`config.mk`:
```
export PLATFORM = sky130hd
export DESIGN_NAME = ohlc_candle_autoscale_axis
export DESIGN_NICKNAME = d
export VERILOG_FILES = /design/src/rtl/core/ohlc_pkg.sv /design/src/rtl/core/ohlc_candle_autoscale_axis.sv /design/src/rtl/core/ohlc_ctrl.sv /design/src/rtl/core/ohlc_dp.sv
export SDC_FILE = /design/constraint.sdc
export NUM_CORES = 2
export LEC_CHECK = 0
export ABC_AREA = 0
export BUFFER_PORTS_ARGS = -buffer_cell sky130_fd_sc_hd__buf_2
export CORE_MARGIN = 8
export CORE_UTILIZATION = 45
export DETAILED_ROUTE_END_ITERATION = 7
export SYNTH_ARGS = -nofsm -noshare
export SYNTH_HDL_FRONTEND = slang
export SYNTH_SLANG_ARGS = --single-unit
```
`constraint.sdc`:
```
create_clock -name clk -period 9.6 [get_ports clk]
set_clock_uncertainty 0.2 [all_clocks]
set_input_delay 1.92 -clock clk [delete_from_list [all_inputs] [get_ports clk]]
set_output_delay 1.92 -clock clk [all_outputs]
set_load 0.01 [all_outputs]
```
`src/rtl/core/ohlc_pkg.sv`:
```
package ohlc_pkg;

  // ring geometry and price scale
  localparam int CandleSlots = 53;
  localparam int SlotBits    = $clog2(CandleSlots);
  localparam int PriceLevels = 400;

  localparam int PriceW = 9;
  localparam int VolW   = 32;

  // axis state after reset
  localparam int AxisLowReset  = 150;
  localparam int AxisHighReset = 250;

  // floor(x/7) == (x*293) >> 11 for every x below 512
  localparam int RecipSeven = 293;
  localparam int RecipShift = 11;

  // configuration register indexes
  localparam logic [1:0] RegTicks   = 2'd0;
  localparam logic [1:0] RegFloor   = 2'd1;
  localparam logic [1:0] RegCeiling = 2'd2;
  localparam logic [1:0] RegSpan    = 2'd3;

  // signed working width of the axis arithmetic
  typedef logic signed [12:0] wide_t;

  typedef struct packed {
    logic take;       // latch the input transfer
    logic win;        // window update and ring write
    logic scan_step;  // read one ring slot
    logic calc_a;     // bounds and range
    logic calc_b;     // axis targets
    logic calc_c;     // smoothing and clamps
    logic load_out;   // move result to output register
  } cmd_t;

  typedef struct packed {
    logic fill_zero;
    logic scan_last;
  } sts_t;

  // floor(10*rem/7) for a remainder of a division by seven
  function automatic logic [3:0] tenth_sevenths(input logic [2:0] rem);
    logic [3:0] f;
    case (rem)
      3'd0:    f = 4'd0;
      3'd1:    f = 4'd1;
      3'd2:    f = 4'd2;
      3'd3:    f = 4'd4;
      3'd4:    f = 4'd5;
      3'd5:    f = 4'd7;
      3'd6:    f = 4'd8;
      default: f = 4'd0;
    endcase
    return f;
  endfunction

  // one smoothing step toward the target
  function automatic wide_t smooth_step(input wide_t cur, input wide_t tgt);
    wide_t d;
    wide_t adj;
    d = tgt - cur;
    if (d != 13'sd0 && d > -13'sd8 && d < 13'sd8) begin
      return (d > 13'sd0) ? cur + 13'sd1 : cur - 13'sd1;
    end
    adj = (d < 13'sd0) ? d + 13'sd7 : d;
    return cur + (adj >>> 3);
  endfunction

endpackage

```
`src/rtl/core/ohlc_candle_autoscale_axis.sv`:
```
// a tick is taken in idle, then the window update runs, the ring scan reads the
//   n stored candles (0 to 53) one slot per cycle, and three axis steps follow
// new ticks stall until the last result moves to the output register
// the output register holds a result while the next tick is already taken
// reset: synchronous active-high rst restores the register defaults, an empty ring,
//   axis 150..250 and peak volume 1; ring contents are not cleared
module ohlc_candle_autoscale_axis (
  input  logic               clk,
  input  logic               rst,
  // configuration write port
  input  logic               cfg_we,
  input  logic [1:0]         cfg_index,
  input  logic [8:0]         cfg_data,
  // tick input
  input  logic               in_valid,
  output logic               in_stall,
  input  logic [8:0]         trade_price,
  input  logic [31:0]        cumulative_volume,
  // result output
  output logic               out_valid,
  input  logic               out_stall,
  output logic signed [9:0]  axis_bottom,
  output logic signed [10:0] axis_top,
  output logic               candle_done,
  output logic [8:0]         candle_open,
  output logic [8:0]         candle_high,
  output logic [8:0]         candle_low,
  output logic [8:0]         candle_close,
  output logic               candle_rising,
  output logic [31:0]        candle_volume,
  output logic [31:0]        volume_peak
);

  // commands from the sequencer, status back from the datapath
  ohlc_pkg::cmd_t cmd;
  ohlc_pkg::sts_t sts;

  // sequencer: idle, window update, ring scan, drain, three axis steps, result transfer
  ohlc_ctrl u_ctrl (
    .clk       (clk),
    .rst       (rst),
    .in_valid  (in_valid),
    .in_stall  (in_stall),
    .out_valid (out_valid),
    .out_stall (out_stall),
    .sts       (sts),
    .cmd       (cmd)
  );

  // datapath: configuration, candle window, low/high and volume rings, peak tracking,
  // axis target and smoothing, output register
  ohlc_dp u_dp (
    .clk               (clk),
    .rst               (rst),
    .cfg_we            (cfg_we),
    .cfg_index         (cfg_index),
    .cfg_data          (cfg_data),
    .trade_price       (trade_price),
    .cumulative_volume (cumulative_volume),
    .cmd               (cmd),
    .sts               (sts),
    .axis_bottom       (axis_bottom),
    .axis_top          (axis_top),
    .candle_done       (candle_done),
    .candle_open       (candle_open),
    .candle_high       (candle_high),
    .candle_low        (candle_low),
    .candle_close      (candle_close),
    .candle_rising     (candle_rising),
    .candle_volume     (candle_volume),
    .volume_peak       (volume_peak)
  );

endmodule

```
`src/rtl/core/ohlc_ctrl.sv`:
```
module ohlc_ctrl (
  input  logic          clk,
  input  logic          rst,
  input  logic          in_valid,
  output logic          in_stall,
  output logic          out_valid,
  input  logic          out_stall,
  input  ohlc_pkg::sts_t sts,
  output ohlc_pkg::cmd_t cmd
);

  typedef enum logic [7:0] {
    ST_IDLE   = 8'b0000_0001,
    ST_WIN    = 8'b0000_0010,
    ST_SCAN   = 8'b0000_0100,
    ST_DRAIN  = 8'b0000_1000,
    ST_CALC_A = 8'b0001_0000,
    ST_CALC_B = 8'b0010_0000,
    ST_CALC_C = 8'b0100_0000,
    ST_OUT    = 8'b1000_0000
  } state_t;

  state_t state, state_next;
  logic   out_free;

  assign out_free = !out_valid || !out_stall;
  assign in_stall = (state != ST_IDLE);

  always_comb begin
    cmd        = '0;
    state_next = state;
    case (state)
      ST_IDLE: begin
        cmd.take = in_valid;
        if (in_valid) state_next = ST_WIN;
      end
      ST_WIN: begin
        cmd.win    = 1'b1;
        state_next = ST_SCAN;
      end
      ST_SCAN: begin
        cmd.scan_step = !sts.fill_zero;
        if (sts.fill_zero || sts.scan_last) state_next = ST_DRAIN;
      end
      ST_DRAIN:  state_next = ST_CALC_A;
      ST_CALC_A: begin
        cmd.calc_a = 1'b1;
        state_next = ST_CALC_B;
      end
      ST_CALC_B: begin
        cmd.calc_b = 1'b1;
        state_next = ST_CALC_C;
      end
      ST_CALC_C: begin
        cmd.calc_c = 1'b1;
        state_next = ST_OUT;
      end
      ST_OUT: begin
        cmd.load_out = out_free;
        if (out_free) state_next = ST_IDLE;
      end
      default: state_next = ST_IDLE;
    endcase
  end

  always_ff @(posedge clk) begin
    if (rst) begin
      state     <= ST_IDLE;
      out_valid <= 1'b0;
    end else begin
      state <= state_next;
      if (cmd.load_out) out_valid <= 1'b1;
      else if (!out_stall) out_valid <= 1'b0;
    end
  end

  a_load_free: assert property (@(posedge clk) disable iff (rst)
    cmd.load_out |-> (!out_valid || !out_stall))
    else $error("result loaded over an untaken result");

  a_take_win: assert property (@(posedge clk) disable iff (rst)
    (in_valid && !in_stall) |=> (state == ST_WIN))
    else $error("accepted item did not start its window update");

  a_no_empty_scan: assert property (@(posedge clk) disable iff (rst)
    cmd.scan_step |-> !sts.fill_zero)
    else $error("ring read with no stored candle");

endmodule

```
`src/rtl/core/ohlc_dp.sv`:
```
module ohlc_dp (
  input  logic                clk,
  input  logic                rst,
  input  logic                cfg_we,
  input  logic [1:0]          cfg_index,
  input  logic [8:0]          cfg_data,
  input  logic [8:0]          trade_price,
  input  logic [31:0]         cumulative_volume,
  input  ohlc_pkg::cmd_t      cmd,
  output ohlc_pkg::sts_t      sts,
  output logic signed [9:0]   axis_bottom,
  output logic signed [10:0]  axis_top,
  output logic                candle_done,
  output logic [8:0]          candle_open,
  output logic [8:0]          candle_high,
  output logic [8:0]          candle_low,
  output logic [8:0]          candle_close,
  output logic                candle_rising,
  output logic [31:0]         candle_volume,
  output logic [31:0]         volume_peak
);

  localparam int SB = ohlc_pkg::SlotBits;
  localparam int PW = ohlc_pkg::PriceW;
  localparam int VW = ohlc_pkg::VolW;

  // configuration
  logic [7:0]        cfg_ticks;
  logic signed [8:0] cfg_floor;
  logic [8:0]        cfg_ceiling;
  logic [7:0]        cfg_span;

  // input latch
  logic [PW-1:0] price_in;
  logic [VW-1:0] vol_in;

  // window and ring bookkeeping
  logic [7:0]    tick;
  logic [PW-1:0] open_px, high_price, low_price;
  logic [VW-1:0] vol_open, peak;
  logic [SB-1:0] head, fill;
  logic          rescan;

  // rings
  logic [2*PW-1:0] range_ring [0:ohlc_pkg::CandleSlots-1];
  logic [VW-1:0]   volume_ring [0:ohlc_pkg::CandleSlots-1];

  // scan
  logic [SB-1:0]   scan_addr;
  logic            rd_valid;
  logic [2*PW-1:0] rd_range;
  logic [VW-1:0]   rd_vol;
  logic [PW-1:0]   acc_lo, acc_hi;
  logic [VW-1:0]   acc_v;

  // per-tick candle result
  logic          res_done, res_rising;
  logic [PW-1:0] res_open, res_high, res_low, res_close;
  logic [VW-1:0] res_vol;

  // axis pipeline
  logic [PW-1:0]      lo_r, rng_r;
  logic signed [10:0] tmin_r;
  logic [9:0]         tspan_r;
  logic signed [9:0]  axis_low;
  logic signed [10:0] axis_high;

  always_ff @(posedge clk) begin
    if (rst) begin
      cfg_ticks   <= 8'd10;
      cfg_floor   <= -9'sd50;
      cfg_ceiling <= 9'd450;
      cfg_span    <= 8'd10;
    end else if (cfg_we) begin
      case (cfg_index)
        ohlc_pkg::RegTicks:   cfg_ticks   <= cfg_data[7:0];
        ohlc_pkg::RegFloor:   cfg_floor   <= $signed(cfg_data);
        ohlc_pkg::RegCeiling: cfg_ceiling <= cfg_data;
        ohlc_pkg::RegSpan:    cfg_span    <= cfg_data[7:0];
        default: ;
      endcase
    end
  end

  always_ff @(posedge clk) begin
    if (cmd.take) begin
      price_in <= trade_price;
      vol_in   <= cumulative_volume;
    end
  end

  // window update
  logic          first, complete, full, head_wrap;
  logic [7:0]    tick_inc;
  logic [PW-1:0] open_n, hi_base, lo_base, hi_n, lo_n;
  logic [VW-1:0] vol_open_n, cv;

  always_comb begin
    first      = (tick == 8'd0);
    open_n     = first ? price_in : open_px;
    hi_base    = first ? price_in : high_price;
    lo_base    = first ? price_in : low_price;
    hi_n       = (price_in > hi_base) ? price_in : hi_base;
    lo_n       = (price_in < lo_base) ? price_in : lo_base;
    vol_open_n = first ? vol_in : vol_open;
    cv         = vol_in - vol_open_n;
    tick_inc   = tick + 8'd1;
    complete   = (tick_inc >= cfg_ticks);
    full       = (fill == SB'(ohlc_pkg::CandleSlots));
    head_wrap  = (head == SB'(ohlc_pkg::CandleSlots - 1));
  end

  always_ff @(posedge clk) begin
    if (rst) begin
      tick        <= '0;
      open_px     <= '0;
      high_price  <= '0;
      low_price   <= '1;
      vol_open    <= '0;
      peak        <= VW'(1);
      head        <= '0;
      fill        <= '0;
      rescan      <= 1'b0;
    end else if (cmd.win) begin
      open_px     <= open_n;
      vol_open    <= vol_open_n;
      rescan      <= complete && (cv < peak) && full;
      if (complete) begin
        tick       <= '0;
        high_price <= '0;
        low_price  <= '1;
        head       <= head_wrap ? '0 : head + SB'(1);
        if (!full) fill <= fill + SB'(1);
        if (cv >= peak) peak <= cv;
      end else begin
        tick       <= tick_inc;
        high_price <= hi_n;
        low_price  <= lo_n;
      end
    end else if (cmd.calc_a && rescan) begin
      peak <= acc_v;
    end
  end

  always_ff @(posedge clk) begin
    if (cmd.win) begin
      res_done   <= complete;
      res_open   <= complete ? open_n : '0;
      res_high   <= complete ? hi_n : '0;
      res_low    <= complete ? lo_n : '0;
      res_close  <= complete ? price_in : '0;
      res_rising <= complete && (price_in >= open_n);
      res_vol    <= complete ? cv : '0;
    end
  end

  // ring memories
  always_ff @(posedge clk) begin
    if (cmd.win && complete) begin
      range_ring[head]  <= {lo_n, hi_n};
      volume_ring[head] <= cv;
    end
  end

  always_ff @(posedge clk) begin
    if (cmd.scan_step) begin
      rd_range <= range_ring[scan_addr];
      rd_vol   <= volume_ring[scan_addr];
    end
  end

  always_ff @(posedge clk) begin
    if (rst) begin
      scan_addr <= '0;
      rd_valid  <= 1'b0;
    end else begin
      rd_valid <= cmd.scan_step;
      if (cmd.win) scan_addr <= '0;
      else if (cmd.scan_step) scan_addr <= scan_addr + SB'(1);
    end
  end

  always_ff @(posedge clk) begin
    if (cmd.win) begin
      acc_lo <= '1;
      acc_hi <= '0;
      acc_v  <= VW'(1);
    end else if (rd_valid) begin
      if (rd_range[2*PW-1:PW] < acc_lo) acc_lo <= rd_range[2*PW-1:PW];
      if (rd_range[PW-1:0] > acc_hi)    acc_hi <= rd_range[PW-1:0];
      if (rd_vol > acc_v)               acc_v  <= rd_vol;
    end
  end

  assign sts.fill_zero = (fill == '0);
  assign sts.scan_last = (scan_addr == fill - SB'(1));

  // bounds and range
  logic              incl;
  logic [PW-1:0]     lo_a, hi_a;
  logic signed [9:0] diff_a;

  always_comb begin
    incl   = (tick != 8'd0);
    lo_a   = (incl && low_price < acc_lo) ? low_price : acc_lo;
    hi_a   = (incl && high_price > acc_hi) ? high_price : acc_hi;
    diff_a = $signed({1'b0, hi_a}) - $signed({1'b0, lo_a});
  end

  always_ff @(posedge clk) begin
    if (cmd.calc_a) begin
      lo_r  <= lo_a;
      rng_r <= (diff_a < $signed({2'b00, cfg_span})) ? {1'b0, cfg_span} : diff_a[8:0];
    end
  end

  // targets: bottom = trunc((7*lo - range)/7), span = floor(10*range/7)
  logic [17:0] prod;
  logic [6:0]  q, q_sel;
  logic [8:0]  q7, rem9;
  logic [11:0] lo7;
  logic        nonneg;

  always_comb begin
    prod   = {9'd0, rng_r} * 18'(ohlc_pkg::RecipSeven);
    q      = prod[17:ohlc_pkg::RecipShift];
    q7     = ({2'b00, q} << 3) - {2'b00, q};
    rem9   = rng_r - q7;
    lo7    = ({3'b000, lo_r} << 3) - {3'b000, lo_r};
    nonneg = (lo7 >= {3'b000, rng_r});
    q_sel  = (nonneg && rem9[2:0] != 3'd0) ? q + 7'd1 : q;
  end

  always_ff @(posedge clk) begin
    if (cmd.calc_b) begin
      tmin_r  <= $signed({2'b00, lo_r}) - $signed({4'b0000, q_sel});
      tspan_r <= ({q, 3'b000} + {2'b00, q, 1'b0})
                 + {6'd0, ohlc_pkg::tenth_sevenths(rem9[2:0])};
    end
  end

  // smoothing and clamps
  ohlc_pkg::wide_t tmin_w, tmax_w, lo_s, hi_s, lo_c, hi_c, floor_w, ceil_w, span_w;

  always_comb begin
    tmin_w  = {{2{tmin_r[10]}}, tmin_r};
    tmax_w  = tmin_w + $signed({3'b000, tspan_r});
    floor_w = {{4{cfg_floor[8]}}, cfg_floor};
    ceil_w  = $signed({4'b0000, cfg_ceiling});
    span_w  = $signed({5'b00000, cfg_span});
    lo_s    = ohlc_pkg::smooth_step({{3{axis_low[9]}}, axis_low}, tmin_w);
    hi_s    = ohlc_pkg::smooth_step({{2{axis_high[10]}}, axis_high}, tmax_w);
    lo_c    = (lo_s < floor_w) ? floor_w : lo_s;
    hi_c    = (hi_s > ceil_w) ? ceil_w : hi_s;
    if (hi_c - lo_c < span_w) hi_c = lo_c + span_w;
  end

  always_ff @(posedge clk) begin
    if (rst) begin
      axis_low  <= 10'(ohlc_pkg::AxisLowReset);
      axis_high <= 11'(ohlc_pkg::AxisHighReset);
    end else if (cmd.calc_c) begin
      if (sts.fill_zero) begin
        axis_low  <= '0;
        axis_high <= 11'(ohlc_pkg::PriceLevels - 1);
      end else begin
        axis_low  <= lo_c[9:0];
        axis_high <= hi_c[10:0];
      end
    end
  end

  // output register
  always_ff @(posedge clk) begin
    if (cmd.load_out) begin
      axis_bottom   <= axis_low;
      axis_top      <= axis_high;
      candle_done   <= res_done;
      candle_open   <= res_open;
      candle_high   <= res_high;
      candle_low    <= res_low;
      candle_close  <= res_close;
      candle_rising <= res_rising;
      candle_volume <= res_vol;
      volume_peak   <= peak;
    end
  end

  a_head_tracks_fill: assert property (@(posedge clk) disable iff (rst)
    (fill != SB'(ohlc_pkg::CandleSlots)) |-> (head == fill))
    else $error("ring head and fill count out of step");

  a_scan_in_range: assert property (@(posedge clk) disable iff (rst)
    cmd.scan_step |-> (scan_addr < fill))
    else $error("ring read beyond stored candles");

  a_peak_nonzero: assert property (@(posedge clk) disable iff (rst)
    cmd.load_out |-> (peak != '0))
    else $error("peak volume dropped to zero");

endmodule
```
# ---- After elaboration in Yosys (flattened, before gate mapping)
# Memory sizes are Yosys's and may differ from the RTL's. A register that Yosys moved wholly into a read port is not among the register bits.
# Index checks and enable logic that the tools add are counted.
dict set report word_totals {
  ff_bits 505
  ramBits 2650
  input_bits 57
  out_inout_bits 125
  mem_count 2
}
dict set report op_classes {
  mul 1
  magnitude_cmp 24
  eq_ne 27
  n_reduce_logical 37
  n_mux 50
  bitwise_logic 1
  add_sub_neg 27
}
# memory words word_bits read_ports rd_ports_with_merged_regs write_ports line
set mem_list {}
lappend mem_list {u_dp.volume_ring 53 32 1 1 1 ohlc_dp.sv:46} ;# logic [VW-1:0] volume_ring [0:ohlc_pkg::CandleSlots-1];
lappend mem_list {u_dp.range_ring 53 18 1 1 1 ohlc_dp.sv:45} ;# logic [2*PW-1:0] range_ring [0:ohlc_pkg::CandleSlots-1];
# op n
set op_table {}
lappend op_table {{$mux 32} 5}
lappend op_table {{$mux 13} 10}
lappend op_table {{$mux 9} 9}
lappend op_table {{$pmux 8 s8} 1}
lappend op_table {{$mux 8} 5}
lappend op_table {{$ge 32x32->1} 1}
lappend op_table {{$gt 32x32->1} 1}
lappend op_table {{$lt 32x32->1} 1}
lappend op_table {{$sub 32x32->32} 1}
lappend op_table {{$gt 9x9->1} 3}
lappend op_table {{$lt 9x9->1} 3}
lappend op_table {{$add 13x4->13 const B} 2}
lappend op_table {{$gt 13x1->1 const B} 2}
lappend op_table {{$gt 13x4->1 const B} 2}
lappend op_table {{$lt 13x1->1 const B} 2}
lappend op_table {{$lt 13x5->1 const B} 2}
lappend op_table {{$lt 13x9->1} 2}
lappend op_table {{$reduce_bool 13->1} 2}
lappend op_table {{$pmux 4 s6} 1}
lappend op_table {{$mux 11} 2}
lappend op_table {{$add 6x1->6 const B} 3}
lappend op_table {{$mul 9x9->18 const B} 1}
lappend op_table {{$reduce_and 2->1} 8}
lappend op_table {{$gt 13x10->1} 1}
lappend op_table {{other kinds (60)} 97}

# ---- Logic depth before layout (Yosys ltp)
dict set report logic_depth {
  word_depth 13
  ltp_mapped 47
  depth_no_buf 46
}

# ---- By module
# Synthesis repeated with hierarchy kept, for this count alone.
dict set report hier_totals {
  cells_unflattened 6978
  hier_area_um2 132853.7
}
# mod area_each_um2 cells_per_inst n_inst
set by_module_without_submodules {}
lappend by_module_without_submodules {ohlc_dp 132301.9 6916 1}
lappend by_module_without_submodules {ohlc_ctrl 551.8 62 1}

# ---- Worst setup path after synthesis
# OpenSTA, ideal clock, no wires.
dict set report synth_path {
  path_kind {reg2reg}
  startpoint {register u_dp.tmin_r[0]}
  endpoint {register u_dp.axis_high[4]}
  setup_ps 122
  required_time_ps 9278
  arrival_ps 9006
  path_buffers 1
  path_slack_ps 272
  stages_incl_launch_ff 44
  path_cell_list {edfxtp_1 > inv_1 > ha_1 > inv_1 > fa_1 > a21oi_1 > o2111ai_1 > a31oi_1 > nor2_1 > nor2_1 > nand2_1 > xor2_1 > ha_1 > nor4_1 > a41oi_1 > o21ai_0 > nor2_1 > ha_1 > [... 8 more ...] > or4b_2 > o21ai_2 > clkbuf_1 > o21ai_0 > ha_1 > fa_1 > nor2b_1 > o31a_1 > o21a_1 > nor2_1 > xnor2_1 > ha_1 > a221o_1 > a2111oi_0 > nand4_1 > nand3_1 > nor3_4 > a221o_1}
}
dict set report synth_between {
  elab_chain_len 13
  elab_cells_between_ends 40
  cone_classes {9 x add/sub; 11 x order compare; 14 x mux; 6 x reduce/logical}
}
# item line
set synth_rtl {}
lappend synth_rtl {{from (decl)} ohlc_dp.sv:63} ;# logic signed [10:0] tmin_r;
lappend synth_rtl {{from (signal assigned)} ohlc_dp.sv:236} ;# tmin_r <= $signed({2'b00, lo_r}) - $signed({4'b0000, q_sel});
lappend synth_rtl {{branches (longest 11 deep; another with $sub 12x11->13)} n/a}
lappend synth_rtl {{$mux 11 (*)} ohlc_dp.sv:255} ;# if (hi_c - lo_c < span_w) hi_c = lo_c + span_w;
lappend synth_rtl {{$mux 11 (*)} ohlc_dp.sv:263} ;# if (sts.fill_zero) begin
lappend synth_rtl {{to (signal assigned)} ohlc_dp.sv:261} ;# axis_high <= 11'(ohlc_pkg::AxisHighReset);
lappend synth_rtl {{to (signal assigned)} ohlc_dp.sv:265} ;# axis_high <= 11'(ohlc_pkg::PriceLevels - 1);
lappend synth_rtl {{to (signal assigned)} ohlc_dp.sv:268} ;# axis_high <= hi_c[10:0];
lappend synth_rtl {{to (decl)} ohlc_dp.sv:66} ;# logic signed [10:0] axis_high;
# Every way passes the cells marked *. The select of a mux whose other input is x is not followed.
# A chain may end at the register's enable or synchronous reset.

# ---- Final worst setup path
dict set report layout_path {
  startpoint {register u_dp.axis_high[1]}
  endpoint {register u_dp.axis_high[10]}
}
dict set report layout_between {
  elab_chain_len 12
  elab_cells_between_ends 23
  cone_classes {6 x add/sub; 6 x order compare; 8 x mux; 3 x reduce/logical}
}
# item line
set layout_rtl {}
lappend layout_rtl {{branches (longest 5 deep; another with $sub 12x11->13)} n/a}
lappend layout_rtl {{$mux 13 (*)} ohlc_pkg.sv:67} ;# adj = (d < 13'sd0) ? d + 13'sd7 : d;
lappend layout_rtl {{$gt 13x10->1} ohlc_dp.sv:254} ;# hi_c = (hi_s > ceil_w) ? ceil_w : hi_s;
lappend layout_rtl {{$mux 13 (*)} ohlc_dp.sv:254}
lappend layout_rtl {{$sub 13x13->13} ohlc_dp.sv:255}
lappend layout_rtl {{$lt 13x9->1} ohlc_dp.sv:255}
lappend layout_rtl {{$mux 11 (*)} ohlc_dp.sv:255}
lappend layout_rtl {{$mux 11 (*)} ohlc_dp.sv:263}
# Marks and branches as above.

==> impl_metrics.csv <==
group,metric,value,unit
sta,worst_pin_slew,1.35,ns
synth,syn_avg_cell_area,18.7,um2
worst_setup_path,cp-start-kind,"flop",
sta,hold_viol,0,
sta,period_needed,9.38,ns
pwr,p_sw_frac,0.226,
floorplan,die_w,561,um
run,max_cap_viol_count,0,
hold_path,holdCritPathClass,"reg -> reg",
pwr,power_density,206,mW/mm2
global_route,grt_max_degree,135,
pwr,peakVddDrop,0.165,mV
routing,wl_per_cell,31.0,um
cells_and_area,stdcell_area,0.154,mm2
routing,routed_wl,370,mm
floorplan,die_h,561,um
clock_tree,clock_sinks,3205,
routing,routed-via-count,72168,
global_route,grt_usage,0.231,
pwr,p_comb_frac,0.071,
synth,ys_ff_latch,3205,
synth,ys_types,101,
routing,drt-initial-drc-count,7922,
floorplan,core,0.296,mm2
sta,slew_headroom,0.103,
worst_setup_path,cp-end-kind,"flop",
worst_setup_path,max_stage_delay,0.55,ns
pwr,pwr-share-clk,0.412,
clock_tree,htreeDepth,5,
sta,setup_viol,0,
routing,ant_nets,0,
cells_and_area,layout_commonest_cell,"edfxtp_1",
worst_setup_path,required,10.16,ns
clock_tree,clockRootBuffer,"clkbuf_16",
cells_and_area,finalNetCount,8169,
floorplan,initial_utilization,0.451,
cells_and_area,final_layout_size_suffix_gt1_frac,0.275,
outcome,status,"complete, no violations",
worst_setup_path,cpMaxStageDelayCell,"fa_1",
clock_tree,cts_tree,"built",
global_route,antenna_found_initial,27,
cells_and_area,fill_cells,23301,
pwr,intPower,0.0244,W
synth,synth-edff-count,2972,
cells_and_area,register_area,0.0939,mm2
cells_and_area,multi_input_area,0.0388,mm2
global_route,grt_pass1_vias,71619,
synth,yosysSeqAreaShare,0.703,
sta,post-route-period-util,0.977,
placement,dpl-instance-area,0.142,mm2
clock_tree,numCtsBuffers,339,
synth,yosysWarnings,0,
pwr,p_leak,50.0,nW
sta,maxSlewViolCount,0,
floorplan,num_rows,200,
routing,drcViolationCount,0,
clock_tree,path_clk_slew,0.06,ns
worst_setup_path,critPathKind,"reg -> reg",
worst_setup_path,cp_common_cell,"ha_1",
synth,synth_ff_type,"edfxtp_1",
placement,routabilityCongestion,0.835,
clock_tree,cts_hold_buf,0,
floorplan,dieArea,0.315,mm2
routing,drt_first_pass_iters,6,
synth,netlist_area,0.134,mm2
global_route,grt_pass1_wl,528,mm
placement,dp_hpwl,217,mm
cells_and_area,utilization,0.519,
sta,grt_setup_unrepaired,"yes",
worst_setup_path,crit_fanout,8,
pwr,power.switching,0.00714,W
pwr,p_seq_frac,0.517,
floorplan,ios,182,
synth,netlist_instances,7131,
routing,viasPerCell,6.04,
clock_tree,clk_latency,0.89,ns
placement,portBuffers,181,
sta,timing.fmax,107,MHz
cells_and_area,final_cell_mix,"edfxtp_1, mux4_2, buf_4",
global_route,overflow,0,
clock_tree,clk_path_buf_depth,4,
cells_and_area,syn2layout_area_growth,15.0,%
synth,synth_nets,7577,
worst_setup_path,crit_arrival,9.93,ns
synth,async_reset_ff_frac,0,
## synth_stat cells (57+ instances only)
master / n / area (um2)
a21o_1: 75 / 563
a21oi_1: 171 / 856
clkbuf_1: 229 / 860
dfxtp_1: 233 / 4660
edfxtp_1: 2972 / 89200
ha_1: 361 / 4520
inv_1: 300 / 1130
mux2_2: 81 / 912
mux2i_1: 92 / 921
mux4_2: 850 / 19100
nand2_1: 233 / 875
nand3_1: 86 / 430
nor2_1: 334 / 1250
nor3_1: 70 / 350
o21a_1: 57 / 428
o21ai_0: 121 / 606
xnor2_1: 82 / 718
xor2_1: 58 / 508
## worst max-delay path, delay by kind of cell, from the launching register on
kind | cells | cell delay (ns)
fa+ha+maj | 6 | 2.00
compound gates | 16 | 3.18
flops | 1 | 0.35
simple gates | 13 | 2.66
buf+inv | 4 | 0.50
mux | 1 | 0.19
xor+xnor | 2 | 0.16
## power by group through the flow
stage	sequential (W)	clock, W	combinational, W
floorplan	0.0167	0	0.00117
global placement	0.0166	0	0.00210
detailed placement	0.0166	0	0.00221
CTS	0.0163	0.0132	0.00222
global route	0.0163	0.0137	0.00245
finish	0.0163	0.0130	0.00224
## final timing paths
| check | start | end | slack (ns) | cells after the start |
|---|---|---|---|---|
| worst min-delay path | u_dp.res_high[0] | u_dp.candle_high[0] | 0.22 | 0 |
| worst min register to register | u_dp.res_high[0] | u_dp.candle_high[0] | 0.22 | 0 |
| worst max register to register | u_dp.axis_high[1] | u_dp.axis_high[10] | 0.22 | 42 |
| worst max-delay path | u_dp.axis_high[1] | u_dp.axis_high[10] | 0.22 | 42 |
## state kept, by name (all words and copies together) (netlist names), 10 cells and up
| name | count |
|---|---|
| u_dp.vol_open | 32 |
| u_dp.axis_low | 10 |
| u_dp.vol_in | 32 |
| u_dp.rd_range | 18 |
| u_dp.axis_high | 11 |
| u_dp.candle_volume | 32 |
| u_dp.axis_top | 11 |
| u_dp.rd_vol | 32 |
| u_dp.tmin_r | 10 |
| u_dp.range_ring | 954 |
| u_dp.res_vol | 32 |
| u_dp.volume_peak | 32 |
| u_dp.volume_ring | 1696 |
| u_dp.acc_v | 32 |
| u_dp.axis_bottom | 10 |
| u_dp.tspan_r | 10 |
| u_dp.peak | 32 |
## layer usage
metal	vias to the layer above	GRT usage	part of all wire
met5	-	0	0.00020
met4	10	0.0489	0.022
met3	483	0.0396	0.081
met2	2998	0.367	0.47
met1	38600	0.338	0.43
li1	30077	-	-
## cell type report
| type | count | share of cell area |
|---|---|---|
| clock inverter | 192 | 0.0129 |
| timing repair buffer | 554 | 0.0251 |
| tap | 3939 | 0.0321 |
| sequential | 3205 | 0.611 |
| antenna | 16 | 0.000261 |
| multi-input combinational | 3322 | 0.252 |
| clock buffer | 412 | 0.0583 |
| inverter | 301 | 0.00744 |
## through the flow
step	setup TNS [ns]	instances	hold slack (ns)	setup WS [ns]	total power (W)
5_1_grt	-2.05	11928	0.219	-0.270	0.0325
6_report	0	11941	0.217	0.222	0.0316
2_1_floorplan	0	7131	0.200	0.272	0.0178
3_5_place_dp	-5.11	11301	0.205	-0.625	0.0188
3_3_place_gp	-5.11	11301	0.200	-0.532	0.0187
4_1_cts	0	11907	0.209	0.0183	0.0318
## repair_timing
action | CTS | global route
setup endpoints to repair | 11 | 11
hold endpoints to repair | 0 | 0
pin swaps | 10 | 50
resized for setup | 25 | 92
setup buffers | 2 | 18
cloned | 0 | 0
## kinds of logic after synthesis
| logic type | Yosys count | synth area share |
|---|---|---|
| compound gates | 741 | 0.0379 |
| simple gates | 1025 | 0.0372 |
| buf+inv | 604 | 0.0173 |
| xor+xnor | 141 | 0.00935 |
| fa+ha+maj | 389 | 0.0380 |
| flops | 3205 | 0.703 |
| mux | 1026 | 0.157 |
Note: power is estimated with default switching activity, not from simulation.
